[config.mk]
export PLATFORM = sky130hd
export DESIGN_NAME = scrolling_text_column_generator_unit
export DESIGN_NICKNAME = d
export VERILOG_FILES = /design/src/rtl/core/stc_pkg.sv /design/src/rtl/core/scrolling_text_column_generator_unit.sv /design/src/rtl/core/stc_ram.sv /design/src/rtl/core/stc_alu.sv
export SDC_FILE = /design/constraint.sdc
export NUM_CORES = 1
export LEC_CHECK = 0
export BUFFER_PORTS_ARGS = -buffer_cell sky130_fd_sc_hd__buf_2
export CELL_PAD_IN_SITES_DETAIL_PLACEMENT = 0
export CELL_PAD_IN_SITES_GLOBAL_PLACEMENT = 1
export CORE_ASPECT_RATIO = 1.75
export CORE_MARGIN = 5
export CORE_UTILIZATION = 23
export CTS_BUF_LIST = sky130_fd_sc_hd__clkbuf_16
export CTS_CLUSTER_SIZE = 30
export DETAILED_ROUTE_END_ITERATION = 16
export PLACE_DENSITY_LB_ADDON = 0.25
export SLEW_MARGIN = 10
export SYNTH_ARGS = -nofsm -noshare
export SYNTH_HDL_FRONTEND = slang
export SYNTH_SLANG_ARGS = --single-unit
export TNS_END_PERCENT = 100
[constraint.sdc]
create_clock -name clk -period 12.7 [get_ports clk]
set_clock_uncertainty 0.2 [all_clocks]
set_input_delay 1.27 -clock clk [delete_from_list [all_inputs] [get_ports clk]]
set_output_delay 1.27 -clock clk [all_outputs]
set_load 0.05 [all_outputs]
[src/rtl/core/stc_pkg.sv]
// Package for the scrolling text column generator.
// Holds shared constants, the sequencer state type, the subtractor result
// struct, the upper-case helper and the 3x8 font lookup. No dependencies.
package stc_pkg;

  // Default sizes, handed to the top level parameters
  localparam int DISPLAY_COLUMNS_DEF = 16;
  localparam int DISPLAY_ROWS_DEF    = 12;
  localparam int MAX_CHARS_DEF       = 32;

  // Fixed field widths
  localparam int KIND_W   = 3;
  localparam int CIDX_W   = 5;
  localparam int CODE_W   = 8;
  localparam int COLIDX_W = 6;
  localparam int PIX_W    = 12;
  localparam int COLOR_W  = 24;
  localparam int IVL_W    = 10;
  localparam int TLEN_W   = 6;
  localparam int POS_W    = 9;
  localparam int ALU_W    = 10;
  localparam int CFG_IDX_W = 2;

  // Font geometry
  localparam int GLYPH_ROW_OFFSET = 2;
  localparam int GLYPH_COLS       = 3;

  // Register reset values
  localparam logic [IVL_W-1:0]   IVL_RST   = IVL_W'(250);
  localparam logic [TLEN_W-1:0]  TLEN_RST  = '0;
  localparam logic [COLOR_W-1:0] COLOR_RST = 24'hFF_FFFF;
  localparam logic [IVL_W-1:0]   TICK_SAT  = '1;

  // Configuration register indexes
  localparam logic [CFG_IDX_W-1:0] CFG_INTERVAL = 2'd0;
  localparam logic [CFG_IDX_W-1:0] CFG_TEXT_LEN = 2'd1;
  localparam logic [CFG_IDX_W-1:0] CFG_COLOR    = 2'd2;

  // Item kinds
  localparam logic [KIND_W-1:0] KIND_LOAD   = 3'd0;
  localparam logic [KIND_W-1:0] KIND_START  = 3'd1;
  localparam logic [KIND_W-1:0] KIND_STOP   = 3'd2;
  localparam logic [KIND_W-1:0] KIND_TICK   = 3'd3;
  localparam logic [KIND_W-1:0] KIND_RENDER = 3'd4;

  // Result types
  localparam logic RES_COLUMN = 1'b0;
  localparam logic RES_DONE   = 1'b1;

  // Sequencer states
  typedef enum logic [2:0] {
    S_IDLE,
    S_RD,
    S_LOOK,
    S_STEP,
    S_CHK,
    S_EVT
  } state_t;

  // Shared subtractor result
  typedef struct packed {
    logic                    neg;
    logic signed [ALU_W-1:0] diff;
  } alu_res_t;

  // Upper-case a byte
  function automatic logic [CODE_W-1:0] to_upper(input logic [CODE_W-1:0] ch);
    logic [CODE_W-1:0] r;
    r = ch;
    if (ch >= 8'h61 && ch <= 8'h7A) begin
      r = ch - 8'h20;
    end
    return r;
  endfunction

  // One column of the 3x8 font; unknown codes give a solid block
  function automatic logic [7:0] glyph_col(input logic [CODE_W-1:0] code,
                                           input logic [1:0] c);
    logic [23:0] g;
    logic [7:0]  r;
    unique case (code)
      "J": g = {8'h7E, 8'h81, 8'h7E};
      "E": g = {8'h81, 8'h91, 8'hFF};
      "L": g = {8'h80, 8'h80, 8'hFF};
      "Y": g = {8'h07, 8'hF8, 8'h07};
      "B": g = {8'h6E, 8'h91, 8'hFF};
      "R": g = {8'hEE, 8'h11, 8'hFF};
      "A": g = {8'hFE, 8'h11, 8'hFE};
      "C": g = {8'h81, 8'h81, 8'h7E};
      "D": g = {8'h7E, 8'h81, 8'hFF};
      "F": g = {8'h01, 8'h11, 8'hFF};
      "G": g = {8'hE1, 8'h81, 8'h7E};
      "H": g = {8'hFF, 8'h10, 8'hFF};
      "I": g = {8'hFF, 8'hFF, 8'hFF};
      "K": g = {8'hC7, 8'h38, 8'hFF};
      "M": g = {8'hFF, 8'h0E, 8'hFF};
      "N": g = {8'hFF, 8'h1C, 8'hFF};
      "O": g = {8'h7E, 8'h81, 8'h7E};
      "P": g = {8'h0E, 8'h11, 8'hFF};
      "T": g = {8'h01, 8'hFF, 8'h01};
      "U": g = {8'h7F, 8'h80, 8'h7F};
      "0": g = {8'h7E, 8'h81, 8'h7E};
      "1": g = {8'h80, 8'hFF, 8'h41};
      "2": g = {8'h9F, 8'hA1, 8'hC1};
      "3": g = {8'h6E, 8'h91, 8'h42};
      "4": g = {8'hFF, 8'h20, 8'h3F};
      "5": g = {8'h61, 8'h91, 8'h9F};
      "6": g = {8'h62, 8'h91, 8'h7E};
      "7": g = {8'h1F, 8'hE1, 8'h01};
      "8": g = {8'h6E, 8'h91, 8'h6E};
      "9": g = {8'h7E, 8'h91, 8'h4E};
      " ": g = 24'h00_0000;
      ":": g = {8'h66, 8'h66, 8'h66};
      default: g = 24'hFF_FFFF;
    endcase
    // g holds {col2, col1, col0}
    unique case (c)
      2'd0:    r = g[7:0];
      2'd1:    r = g[15:8];
      2'd2:    r = g[23:16];
      default: r = '0;
    endcase
    return r;
  endfunction

endpackage

[src/rtl/core/scrolling_text_column_generator_unit.sv]
// Scrolling text marquee column generator: top level with sequencer.
// Depends on stc_pkg, stc_ram and stc_alu.
//
// Load, start, stop, ignored kinds and ticks that do not step are handled in
// the idle state alone. A tick that steps the scroll passes through the step
// and check states, and then the event state (with any output stall) when it
// reports completion. A render while scrolling walks the columns in turn: each
// column goes through the read state (shared subtractor and text RAM read)
// and the lookup state (font lookup into the output register). The block
// accepts no item until the current one has finished; a result may wait in
// the output register while the next item is taken.
module scrolling_text_column_generator_unit #(
  parameter int DISPLAY_COLUMNS = stc_pkg::DISPLAY_COLUMNS_DEF,
  parameter int DISPLAY_ROWS    = stc_pkg::DISPLAY_ROWS_DEF,
  parameter int MAX_CHARS       = stc_pkg::MAX_CHARS_DEF
) (
  input  logic                             clk,
  input  logic                             rst_n,
  // configuration
  input  logic                             cfg_we,
  input  logic [stc_pkg::CFG_IDX_W-1:0]    cfg_index,
  input  logic [stc_pkg::COLOR_W-1:0]      cfg_wdata,
  // input items
  input  logic                             in_valid,
  output logic                             in_ready,
  input  logic [stc_pkg::KIND_W-1:0]       in_kind,
  input  logic [stc_pkg::CIDX_W-1:0]       in_char_index,
  input  logic [stc_pkg::CODE_W-1:0]       in_char_code,
  // result items
  output logic                             out_valid,
  input  logic                             out_ready,
  output logic                             out_result_type,
  output logic [stc_pkg::COLIDX_W-1:0]     out_column_index,
  output logic [stc_pkg::PIX_W-1:0]        out_column_pixels,
  output logic [stc_pkg::COLOR_W-1:0]      out_pixel_color_res,
  output logic                             out_last
);
  import stc_pkg::*;

  localparam int CNT_W  = $clog2(DISPLAY_COLUMNS);
  localparam int ADDR_W = MAX_CHARS > 1 ? $clog2(MAX_CHARS) : 1;
  localparam int LEN_W  = $clog2(MAX_CHARS + 1);
  localparam logic [CNT_W-1:0] COL_LAST = CNT_W'(DISPLAY_COLUMNS - 1);
  localparam logic [PIX_W-1:0] ROW_MASK = PIX_W'((32'd1 << DISPLAY_ROWS) - 32'd1);
  localparam logic [POS_W-1:0] POS_START = POS_W'(DISPLAY_COLUMNS);

  // Registers
  state_t                  state_r, state_nxt;
  logic [IVL_W-1:0]        interval_r;
  logic [TLEN_W-1:0]       text_len_r;
  logic [COLOR_W-1:0]      color_r;
  logic signed [POS_W-1:0] pos_r, pos_nxt;
  logic                    active_r, active_nxt;
  logic [IVL_W-1:0]        ticks_r, ticks_nxt;
  logic [CNT_W-1:0]        col_r, col_nxt;
  logic                    hit_r, hit_nxt;
  logic [1:0]              cc_r, cc_nxt;

  logic                    out_valid_r, out_valid_nxt;
  logic                    out_type_r, out_type_nxt;
  logic [COLIDX_W-1:0]     out_idx_r, out_idx_nxt;
  logic [PIX_W-1:0]        out_pix_r, out_pix_nxt;
  logic [COLOR_W-1:0]      out_color_r, out_color_nxt;
  logic                    out_last_r, out_last_nxt;

  // Datapath signals
  logic                    in_acc;
  logic                    out_free;
  logic [LEN_W-1:0]        msg_len;
  logic signed [ALU_W-1:0] width_neg;
  logic signed [ALU_W-1:0] alu_a, alu_b;
  alu_res_t                alu_res;
  logic [7:0]              char_slot;
  logic [ADDR_W-1:0]       rd_addr;
  logic                    ram_we;
  logic                    ram_re;
  logic [CODE_W-1:0]       ram_rdata;
  logic [IVL_W-1:0]        ticks_inc;
  logic [7:0]              glyph;
  logic [PIX_W-1:0]        col_pix;

  assign in_acc   = in_valid && in_ready;
  assign out_free = !out_valid_r || out_ready;

  // Message length, capped at the store depth
  assign msg_len = (7'(text_len_r) > 7'(MAX_CHARS)) ? LEN_W'(MAX_CHARS)
                                                     : LEN_W'(text_len_r);

  // Negated text width: -(4*len - 1), zero for an empty message
  assign width_neg = (msg_len == '0) ? '0
                   : ALU_W'(10'sd1 - $signed({1'b0, ALU_W'(msg_len) << 2}));

  // Operand select for the shared subtractor
  always_comb begin
    unique case (state_r)
      S_STEP: begin
        alu_a = ALU_W'(pos_r);
        alu_b = ALU_W'(1);
      end
      S_CHK: begin
        alu_a = ALU_W'(pos_r);
        alu_b = width_neg;
      end
      default: begin
        alu_a = $signed(ALU_W'(col_r));
        alu_b = ALU_W'(pos_r);
      end
    endcase
  end

  stc_alu u_alu (
    .a   (alu_a),
    .b   (alu_b),
    .res (alu_res)
  );

  // Character slot and column within the pitch from the relative column
  assign char_slot = alu_res.diff[ALU_W-1:2];
  assign rd_addr   = char_slot[ADDR_W-1:0];

  // Text store
  assign ram_we = in_acc && (in_kind == KIND_LOAD)
                  && (7'(in_char_index) < 7'(MAX_CHARS));
  assign ram_re = (state_r == S_RD);

  stc_ram #(
    .WIDTH (CODE_W),
    .DEPTH (MAX_CHARS)
  ) u_text (
    .clk   (clk),
    .we    (ram_we),
    .waddr (ADDR_W'(in_char_index)),
    .wdata (to_upper(in_char_code)),
    .re    (ram_re),
    .raddr (rd_addr),
    .rdata (ram_rdata)
  );

  // Font lookup for the column in flight
  assign glyph   = glyph_col(ram_rdata, cc_r);
  assign col_pix = hit_r ? (PIX_W'({glyph, 2'b00}) & ROW_MASK) : '0;

  assign ticks_inc = (ticks_r < TICK_SAT) ? ticks_r + IVL_W'(1) : ticks_r;

  // Configuration registers
  always_ff @(posedge clk) begin
    if (!rst_n) begin
      interval_r <= IVL_RST;
      text_len_r <= TLEN_RST;
      color_r    <= COLOR_RST;
    end else if (cfg_we) begin
      unique case (cfg_index)
        CFG_INTERVAL: interval_r <= cfg_wdata[IVL_W-1:0];
        CFG_TEXT_LEN: text_len_r <= cfg_wdata[TLEN_W-1:0];
        CFG_COLOR:    color_r    <= cfg_wdata;
        default: ;
      endcase
    end
  end

  // State and control registers
  always_ff @(posedge clk) begin
    if (!rst_n) begin
      state_r     <= S_IDLE;
      pos_r       <= '0;
      active_r    <= 1'b0;
      ticks_r     <= '0;
      col_r       <= '0;
      out_valid_r <= 1'b0;
    end else begin
      state_r     <= state_nxt;
      pos_r       <= pos_nxt;
      active_r    <= active_nxt;
      ticks_r     <= ticks_nxt;
      col_r       <= col_nxt;
      out_valid_r <= out_valid_nxt;
    end
  end

  // Payload registers
  always_ff @(posedge clk) begin
    hit_r       <= hit_nxt;
    cc_r        <= cc_nxt;
    out_type_r  <= out_type_nxt;
    out_idx_r   <= out_idx_nxt;
    out_pix_r   <= out_pix_nxt;
    out_color_r <= out_color_nxt;
    out_last_r  <= out_last_nxt;
  end

  // Sequencer
  always_comb begin
    state_nxt     = state_r;
    pos_nxt       = pos_r;
    active_nxt    = active_r;
    ticks_nxt     = ticks_r;
    col_nxt       = col_r;
    hit_nxt       = hit_r;
    cc_nxt        = cc_r;
    out_valid_nxt = out_valid_r && !out_ready;
    out_type_nxt  = out_type_r;
    out_idx_nxt   = out_idx_r;
    out_pix_nxt   = out_pix_r;
    out_color_nxt = out_color_r;
    out_last_nxt  = out_last_r;
    in_ready      = 1'b0;

    unique case (state_r)
      S_IDLE: begin
        in_ready = 1'b1;
        if (in_valid) begin
          unique case (in_kind)
            KIND_START: begin
              pos_nxt    = POS_START;
              ticks_nxt  = '0;
              active_nxt = 1'b1;
            end
            KIND_STOP: begin
              active_nxt = 1'b0;
            end
            KIND_TICK: begin
              if (active_r) begin
                ticks_nxt = ticks_inc;
                if (ticks_inc >= interval_r) begin
                  ticks_nxt = '0;
                  state_nxt = S_STEP;
                end
              end
            end
            KIND_RENDER: begin
              if (active_r) begin
                col_nxt   = '0;
                state_nxt = S_RD;
              end
            end
            default: ;
          endcase
        end
      end

      // Relative column, text read issued
      S_RD: begin
        hit_nxt   = !alu_res.neg
                    && (char_slot < 8'(msg_len))
                    && (alu_res.diff[1:0] != 2'd3);
        cc_nxt    = alu_res.diff[1:0];
        state_nxt = S_LOOK;
      end

      // Font lookup into the output register
      S_LOOK: begin
        if (out_free) begin
          out_valid_nxt = 1'b1;
          out_type_nxt  = RES_COLUMN;
          out_idx_nxt   = COLIDX_W'(col_r);
          out_pix_nxt   = col_pix;
          out_color_nxt = color_r;
          out_last_nxt  = (col_r == COL_LAST);
          col_nxt       = col_r + CNT_W'(1);
          state_nxt     = (col_r == COL_LAST) ? S_IDLE : S_RD;
        end
      end

      // Move one column left
      S_STEP: begin
        pos_nxt   = POS_W'(alu_res.diff);
        state_nxt = S_CHK;
      end

      // Text fully gone when pos + width is negative
      S_CHK: begin
        if (alu_res.neg) begin
          active_nxt = 1'b0;
          state_nxt  = S_EVT;
        end else begin
          state_nxt = S_IDLE;
        end
      end

      // Completion event
      S_EVT: begin
        if (out_free) begin
          out_valid_nxt = 1'b1;
          out_type_nxt  = RES_DONE;
          out_idx_nxt   = '0;
          out_pix_nxt   = '0;
          out_color_nxt = '0;
          out_last_nxt  = 1'b1;
          state_nxt     = S_IDLE;
        end
      end

      default: state_nxt = S_IDLE;
    endcase
  end

  assign out_valid           = out_valid_r;
  assign out_result_type     = out_type_r;
  assign out_column_index    = out_idx_r;
  assign out_column_pixels   = out_pix_r;
  assign out_pixel_color_res = out_color_r;
  assign out_last            = out_last_r;

  // Rendering only runs while the scroll is active
  a_render_active: assert property (@(posedge clk) disable iff (!rst_n)
    (state_r == S_LOOK || state_r == S_RD) |-> active_r)
    else $error("render sequencer running while scroll inactive");

  // A completion event is always the last result
  a_done_last: assert property (@(posedge clk) disable iff (!rst_n)
    (out_valid && out_result_type == RES_DONE) |-> (out_last && out_column_pixels == '0))
    else $error("completion event malformed");

  // Column masks never light rows beyond the display
  a_row_mask: assert property (@(posedge clk) disable iff (!rst_n)
    out_valid |-> ((out_column_pixels & ~ROW_MASK) == '0))
    else $error("pixels above display rows");

  // A start places the text just off the right edge
  a_start_pos: assert property (@(posedge clk) disable iff (!rst_n)
    (in_acc && in_kind == KIND_START) |=> (active_r && pos_r == POS_START && ticks_r == '0))
    else $error("start did not reset scroll");

  // A completing check leads to the event state with the scroll stopped
  a_chk_evt: assert property (@(posedge clk) disable iff (!rst_n)
    (state_r == S_CHK && alu_res.neg) |=> (state_r == S_EVT && !active_r))
    else $error("completion not reported");

endmodule

[src/rtl/core/stc_ram.sv]
// Generic single-write, single-read RAM with registered read data.
// No dependencies.
module stc_ram #(
  parameter int WIDTH = 8,
  parameter int DEPTH = 32
) (
  input  logic                                    clk,
  input  logic                                    we,
  input  logic [(DEPTH > 1 ? $clog2(DEPTH) : 1)-1:0] waddr,
  input  logic [WIDTH-1:0]                        wdata,
  input  logic                                    re,
  input  logic [(DEPTH > 1 ? $clog2(DEPTH) : 1)-1:0] raddr,
  output logic [WIDTH-1:0]                        rdata
);

  logic [WIDTH-1:0] mem_r [DEPTH];

  // Write port
  always_ff @(posedge clk) begin
    if (we) begin
      mem_r[waddr] <= wdata;
    end
  end

  // Registered read port
  always_ff @(posedge clk) begin
    if (re) begin
      rdata <= mem_r[raddr];
    end
  end

endmodule

[src/rtl/core/stc_alu.sv]
// Shared signed subtractor of the scroll sequencer.
// Depends on stc_pkg.
module stc_alu (
  input  logic signed [stc_pkg::ALU_W-1:0] a,
  input  logic signed [stc_pkg::ALU_W-1:0] b,
  output stc_pkg::alu_res_t                res
);
  import stc_pkg::*;

  logic signed [ALU_W-1:0] diff;

  // a - b, sign flag for the compares
  assign diff     = a - b;
  assign res.diff = diff;
  assign res.neg  = diff[ALU_W-1];

endmodule
== Word level (Yosys, flattened, before mapping) ==
Memory sizes are Yosys's and may differ from the RTL's. A register that Yosys moved wholly into a read port is not among the register bits.
Index checks and enable logic that the tools add are counted.

* Register bits after elaboration: 115
* Memory bits (writable): 256
* Bits in read-only memories: 3072
* Bits of input ports: 47
* Output and inout port bits: 46
* Logic and storage cells: 141
* Memories: 2

* Add/subtract/negate cells: 5
* $lt $le $gt $ge: 6
* Eq/ne operators: 28
* Muxes and demuxes: 53
* Reduce and logical (&&, ||, !) cells: 31

{| class="wikitable"
|+ Memory list
! memory !! depth !! width !! rd ports !! clocked after Yosys merged registers in !! write ports !! line !! text
|-
| (name not given) || 128 || 24 || 1 || 0 || 0 || stc_pkg.sv:81 || <nowiki>unique case (code)</nowiki>
|-
| u_text.mem_r || 32 || 8 || 1 || 1 || 1 || stc_ram.sv:16 || <nowiki>logic [WIDTH-1:0] mem_r [DEPTH];</nowiki>
|}

{| class="wikitable"
|+ Operators by type and width
! kind !! number
|-
| $mux 24 || 3
|-
| $mux 10 || 6
|-
| $pmux 24 s2 || 1
|-
| $pmux 10 s2 || 2
|-
| $mux 12 || 2
|-
| $pmux 12 s2 || 1
|-
| $pmux 8 s3 || 1
|-
| $mux 3 || 7
|-
| $mux 6 || 3
|-
| $mux 9 || 2
|-
| $pmux 3 s6 || 1
|-
| $pmux 9 s2 || 1
|-
| $mux 4 || 4
|-
| $eq 3x2->1 const B || 4
|-
| $ne 2x2->1 const B || 6
|-
| $pmux 6 s2 || 1
|-
| $mux 1 || 11
|-
| $add 10x1->10 const B || 1
|-
| $ge 10x10->1 || 1
|-
| $lt 10x10->1 const B || 1
|-
| $reduce_bool 2->1 || 5
|-
| $sub 10x10->10 || 1
|-
| $eq 3x3->1 const B || 3
|-
| $ne 3x3->1 const B || 3
|-
| 29 further kinds || 52
|}

== Logic depth before layout (Yosys ltp) ==
* Word-level depth: 9
* Gate-level depth with buffers: 21
* Mapped depth without buffers: 19

== By module ==
A second synthesis with hierarchy kept.

* Cell total of the unflattened synthesis: 1244
* Area, all modules: 17075.1 um^2

{| class="wikitable"
|+ Modules (own cells, without submodules)
! module !! instances !! cells an instance !! area each (um^2) !! seq. area each (um^2)
|-
| stc_ram || 1 || 417 || 10133.5 || 7927.6
|-
| scrolling_text_column_generator_unit || 1 || 766 || 6487.5 || 2592.5
|-
| stc_alu || 1 || 61 || 454.2 || 0.0
|}

== Worst setup path after synthesis ==
OpenSTA, ideal clock, no wires.

* Path kind: register to register
* From: register state_r[1]
* To: register u_text.rdata[6], read port of u_text.mem_r (data pin)
* Library setup time: 0.278 ns
* Arrival time: 3.831 ns
* Slack: 8.391 ns
* Cell stages (with the launch flop): 14
* Path buffers: 4
* Clock period less this slack: 4.309 ns
* Cell sequence: dfxtp_1 > clkbuf_1 > nor3b_1 > nor2_1 > clkbuf_1 > mux2i_1 > ha_1 > fa_1 > xnor2_1 > buf_4 > buf_4 > mux4_1 > mux2i_1 > a221oi_2

* Word-level cells in the longest chain between the ends: 4
* Elaborated cells between the ends (all ways): 7

{| class="wikitable"
|+ RTL lines
! what !! line !! text
|-
| start: declaration || scrolling_text_column_generator_unit.sv:48 || <nowiki>state_t state_r, state_nxt;</nowiki>
|-
| start signal: assignment || scrolling_text_column_generator_unit.sv:171 || <nowiki>state_r <= state_nxt;</nowiki>
|-
| $eq 3x3->1 / $eq 3x2->1 (equally long branches) || scrolling_text_column_generator_unit.sv:95 || <nowiki>unique case (state_r)</nowiki>
|-
| $reduce_or 2->1 (no source line) || - ||
|-
| $mux 10 || scrolling_text_column_generator_unit.sv:95 ||
|-
| $sub 10x10->10 || stc_alu.sv:13 || <nowiki>assign diff = a - b;</nowiki>
|-
| end: declaration || stc_ram.sv:13 || <nowiki>output logic [WIDTH-1:0] rdata</nowiki>
|}

Several ways; a longest one is shown, not always the timed one.
A chain may end at the register's enable or synchronous reset.

== Final worst setup path ==
* From: register state_r[2]
* To: register u_text.rdata[5], read port of u_text.mem_r (data pin)

Same word-level chain as after synthesis.

==> impl_summary.log <==
INFO  metric outcome = finished, final reports clean
INFO  metric path_cells = nor3b_1 -> nor2_1 -> buf_4 -> mux2i_1 -> ha_1 -> fa_1 -> xnor2_2 -> buf_4 -> mux4_1 -> mux2i_1 -> a22o_1 -> a221oi_2
INFO  metric clk_path_buf_depth = 3
INFO  metric hold_slack = 0.256 ns
INFO  metric syn-cell-area = 17300 um2
INFO  metric required = 12.75 ns
INFO  metric cp-end-kind = register
INFO  metric r2r_end = u_text.rdata[5]$_DFFE_PP_
INFO  metric grt_overflow_total = 0
INFO  metric synthAdderAreaFrac = 2.80%
INFO  metric layout-drive-gt1-share = 17.3%
INFO  metric synthMostInstantiatedCell = sky130_fd_sc_hd__edfxtp_1
INFO  metric layout_worst_path_cycle_share = 41.9%
INFO  metric yosys.area_share.simple = 11.3%
INFO  metric slowest_delay = 0.74 ns
INFO  metric hold_path.class = register to register
INFO  metric i_o_pin_count = 93
INFO  metric cts_resized = 0
INFO  metric slowest_stage = sky130_fd_sc_hd__buf_4
INFO  metric holdPathEnd = color_r[16]$_SDFFE_PN1P_
INFO  metric critical_path.n_buffers_inverters = 2
INFO  metric finalWirelength = 47.9 mm
INFO  metric antenna_found_initial = 0
INFO  metric wire_length_of_the_first_global_routing_pass = 71.5 mm
INFO  metric power.static_leakage = 6.65 nW
INFO  metric number_of_clock_buffers_inserted_by_tritoncts = 37
INFO  metric crit_path_start_kind = register
INFO  metric ys_async_sr_fraction = 0%
INFO  metric post_synth_mux_area_share = 11.6%
INFO  metric count_of_different_cell_masters_after_synthesis = 90
INFO  metric root_buffer = sky130_fd_sc_hd__clkbuf_16
INFO  metric fraction_of_synthesized_cell_area_taken_by_the_top_area_cell_type = 53.1%
INFO  metric post-dp-hpwl = 33.3 mm
INFO  metric utilization = 26.4%
INFO  metric n_antenna_cell = 0
INFO  metric via_per_inst = 4.54
INFO  metric critical_path_peak_fanout = 45
INFO  metric clock_tree_from_tritoncts = yes
INFO  metric post-layout-total-power = 0.00266 W
INFO  metric hold_path.startpoint = color_r[16]$_SDFFE_PN1P_
INFO  metric chipWidth = 217 um
INFO  metric initial_utilization = 23.0%
INFO  metric regToRegSetupSlack = 7.38 ns
INFO  metric worstSkewPairLatency = 0.56 ns
INFO  metric drt_first_iter_violations = 658
INFO  metric rows = 133
INFO  metric synthesis.yosys.warnings = 0
INFO  metric num_vias = 10500
INFO  metric path_delay_family = multiplexers
INFO  metric grt_start_max_net_pins = 65
INFO  metric dieArea = 80800 um2
INFO  metric postCtsSetupBuffers = 0
INFO  metric syn-mean-instance-area = 13.6 um2
INFO  metric regToRegStartpoint = state_r[2]$_SDFFE_PN0P_
INFO  metric multi_input_gate_area_in_the_final_layout = 6220 um2
INFO  metric detail_route.first_pass.iterations = 5
INFO  metric synth_seq_cells = 373
INFO  metric rsz0062_at_grt = no
INFO  metric fill_cells = 7734
INFO  metric die_h = 372 um
INFO  metric clk_pin_slew = 0.06 ns
INFO  metric synth-seq-area-share = 61.0%
INFO  metric power_density = 135 nW/um2
INFO  metric min_path_cells = 2
INFO  metric synthesis.instances = 1265
INFO  metric main_combinational_cell_family_by_area_after_synthesis = multiplexers
INFO  metric gr-usage-all-layers = 11.6%
INFO  metric crit_type = register to register
INFO  metric setup_viol_count_final = 0
INFO  metric max-cap-violations = 0
INFO  metric dp_worst_slack = 7.31 ns
INFO  metric detail-route-antenna-nets = 0
INFO  metric ys_top_cells_by_count = sky130_fd_sc_hd__edfxtp_1 (305), sky130_fd_sc_hd__nand2_1 (126), sky130_fd_sc_hd__nor2_1 (90), sky130_fd_sc_hd__dfxtp_1 (68), sky130_fd_sc_hd__a21oi_1 (52)
INFO  metric area_growth = 14.6%
INFO  metric num-nets-final = 1425
INFO  metric crit_path_dat = 5.38 ns
INFO  metric post-synth-top-area-cell = sky130_fd_sc_hd__edfxtp_1
INFO  metric ff_latch_area = 10500 um2
INFO  metric number_of_global_route_vias_before_repair = 11000
INFO  metric h-tree-depth = 2
INFO  metric max_slew_headroom_at_the_worst_pin = 22.8%
INFO  metric finalMaxSlewViolations = 0
INFO  metric placeableCoreArea = 74900 um2
INFO  metric globalplace.congestion = 0.789
INFO  metric io_buffer_count = 86
INFO  metric synth_top_cells_by_area = sky130_fd_sc_hd__edfxtp_1 (53%), sky130_fd_sc_hd__dfxtp_1 (7.9%), sky130_fd_sc_hd__mux4_2 (6.0%)
INFO  metric period_minus_slack = 5.32 ns
INFO  metric vdd.ir_drop.worst = 88.8 uV
INFO  metric fmaxAchievable = 188 MHz
INFO  metric route.detailed.wl_per_inst = 20.7 um
INFO  metric rr_worst_depth = 12
INFO  metric timing_worst_slew_pin_value = 1.16 ns
INFO  metric number_of_enable_flip_flop_cells_after_synthesis = 305
INFO  metric cts.hold.buffers_added = 0
INFO  metric post-route-drc-count = 0
INFO  metric min_setup_slack_post_route = 7.38 ns
INFO  metric synth_compound_area_share = 9.30%
INFO  metric clock-sinks = 373
INFO  metric setup_tns = 0 ns
INFO  metric postSynth.topFlopCell = sky130_fd_sc_hd__edfxtp_1
INFO  metric yosys.area_share.xor_xnor = 0.703%
INFO  metric final_hold_viol_count = 0
[state kept, by name, indices dropped and copies added (netlist names)]
signal               cells
u_text.rdata             8
ticks_r                 10
active_r                 1
text_len_r               6
out_column_pixels        8
u_text.mem_r           256
hit_r                    1
out_column_index         4
color_r                 24
out_result_type          1
out_pixel_color_res     24
out_last                 1
pos_r                    9
cc_r                     2
out_valid                1
state_r                  3
interval_r              10
col_r                    4
[stage by stage]
step / instances / area, um2
2_1_floorplan: 1270 / 17300
3_3_place_gp: 2246 / 18600
3_5_place_dp: 2246 / 18600
4_1_cts: 2311 / 19800
5_1_grt: 2311 / 19800
6_report: 2311 / 19800
[report_power, final]
group          switching (W)  leakage (nW)  internal (W)
sequential         0.0000140          3.29       0.00135
combinational       0.000160          2.76     0.0000696
clock               0.000475         0.606      0.000598
[worst reg2reg max path: cells and delay by family, from the launching register on]
| kind | cells | cell delay (ns) |
|---|---|---|
| AOI/OAI and AO/OA | 2 | 0.32 |
| muxes | 3 | 1.36 |
| DFF | 1 | 0.44 |
| adders and majority gates | 2 | 0.72 |
| buffers and inverters | 2 | 0.97 |
| xor gates and xnor gates | 1 | 0.18 |
| and+or+nand+nor | 2 | 0.82 |
[final cells by class]
cell class	count	area share [%]
clock inverter	28	1.30
inverter	33	0.626
timing repair buffer	103	2.82
tap	945	5.98
clock buffer	37	4.68
sequential	373	53.2
multi-input combinational	792	31.4
[layout by cell type, fill, tap and decap left out, types with 41 or more instances in the layout]
cell type and count:
sky130_fd_sc_hd__nand2_1 126, sky130_fd_sc_hd__inv_1 42, sky130_fd_sc_hd__mux4_2 46, sky130_fd_sc_hd__nor2_1 89
sky130_fd_sc_hd__nand3_1 41, sky130_fd_sc_hd__edfxtp_1 305, sky130_fd_sc_hd__mux2i_1 45, sky130_fd_sc_hd__buf_2 86
sky130_fd_sc_hd__a21oi_1 50, sky130_fd_sc_hd__dfxtp_1 68
[routing by layer]
metal  part of all wire [%]  wire length, um  track usage (%)
met1                     37            17800             12.1
met4                    3.3             1600             4.15
met5                      0                0                0
met2                     56            26900             23.3
met3                    3.3             1580             1.59
[how the worst max path moves through the flow]
stage / from / slack (ns) / cells after the start / to
4_1_cts: state_r[2]$_SDFFE_PN0P_ / 7.19 / 12 / u_text.rdata[5]$_DFFE_PP_
3_3_place_gp: state_r[2]$_SDFFE_PN0P_ / 7.34 / 13 / u_text.rdata[1]$_DFFE_PP_
6_report: state_r[2]$_SDFFE_PN0P_ / 7.38 / 12 / u_text.rdata[5]$_DFFE_PP_
3_5_place_dp: state_r[2]$_SDFFE_PN0P_ / 7.31 / 12 / u_text.rdata[5]$_DFFE_PP_
5_1_grt: state_r[2]$_SDFFE_PN0P_ / 7.11 / 12 / u_text.rdata[5]$_DFFE_PP_
2_1_floorplan: state_r[1]$_SDFFE_PN0P_ / 8.39 / 13 / u_text.rdata[6]$_DFFE_PP_
[logic make-up (layout without fill, tap and decap cells)]
| family | count (synthesis) | after routing |
|---|---|---|
| simple gates | 395 | 395 |
| flops | 373 | 373 |
| compound gates | 227 | 227 |
| mux | 113 | 113 |
| buf+inv | 105 | 201 |
| fa+ha+maj | 38 | 38 |
| xor+xnor | 13 | 13 |
| other cells | 1 | 6 |
(Power assumes the default switching activity.)
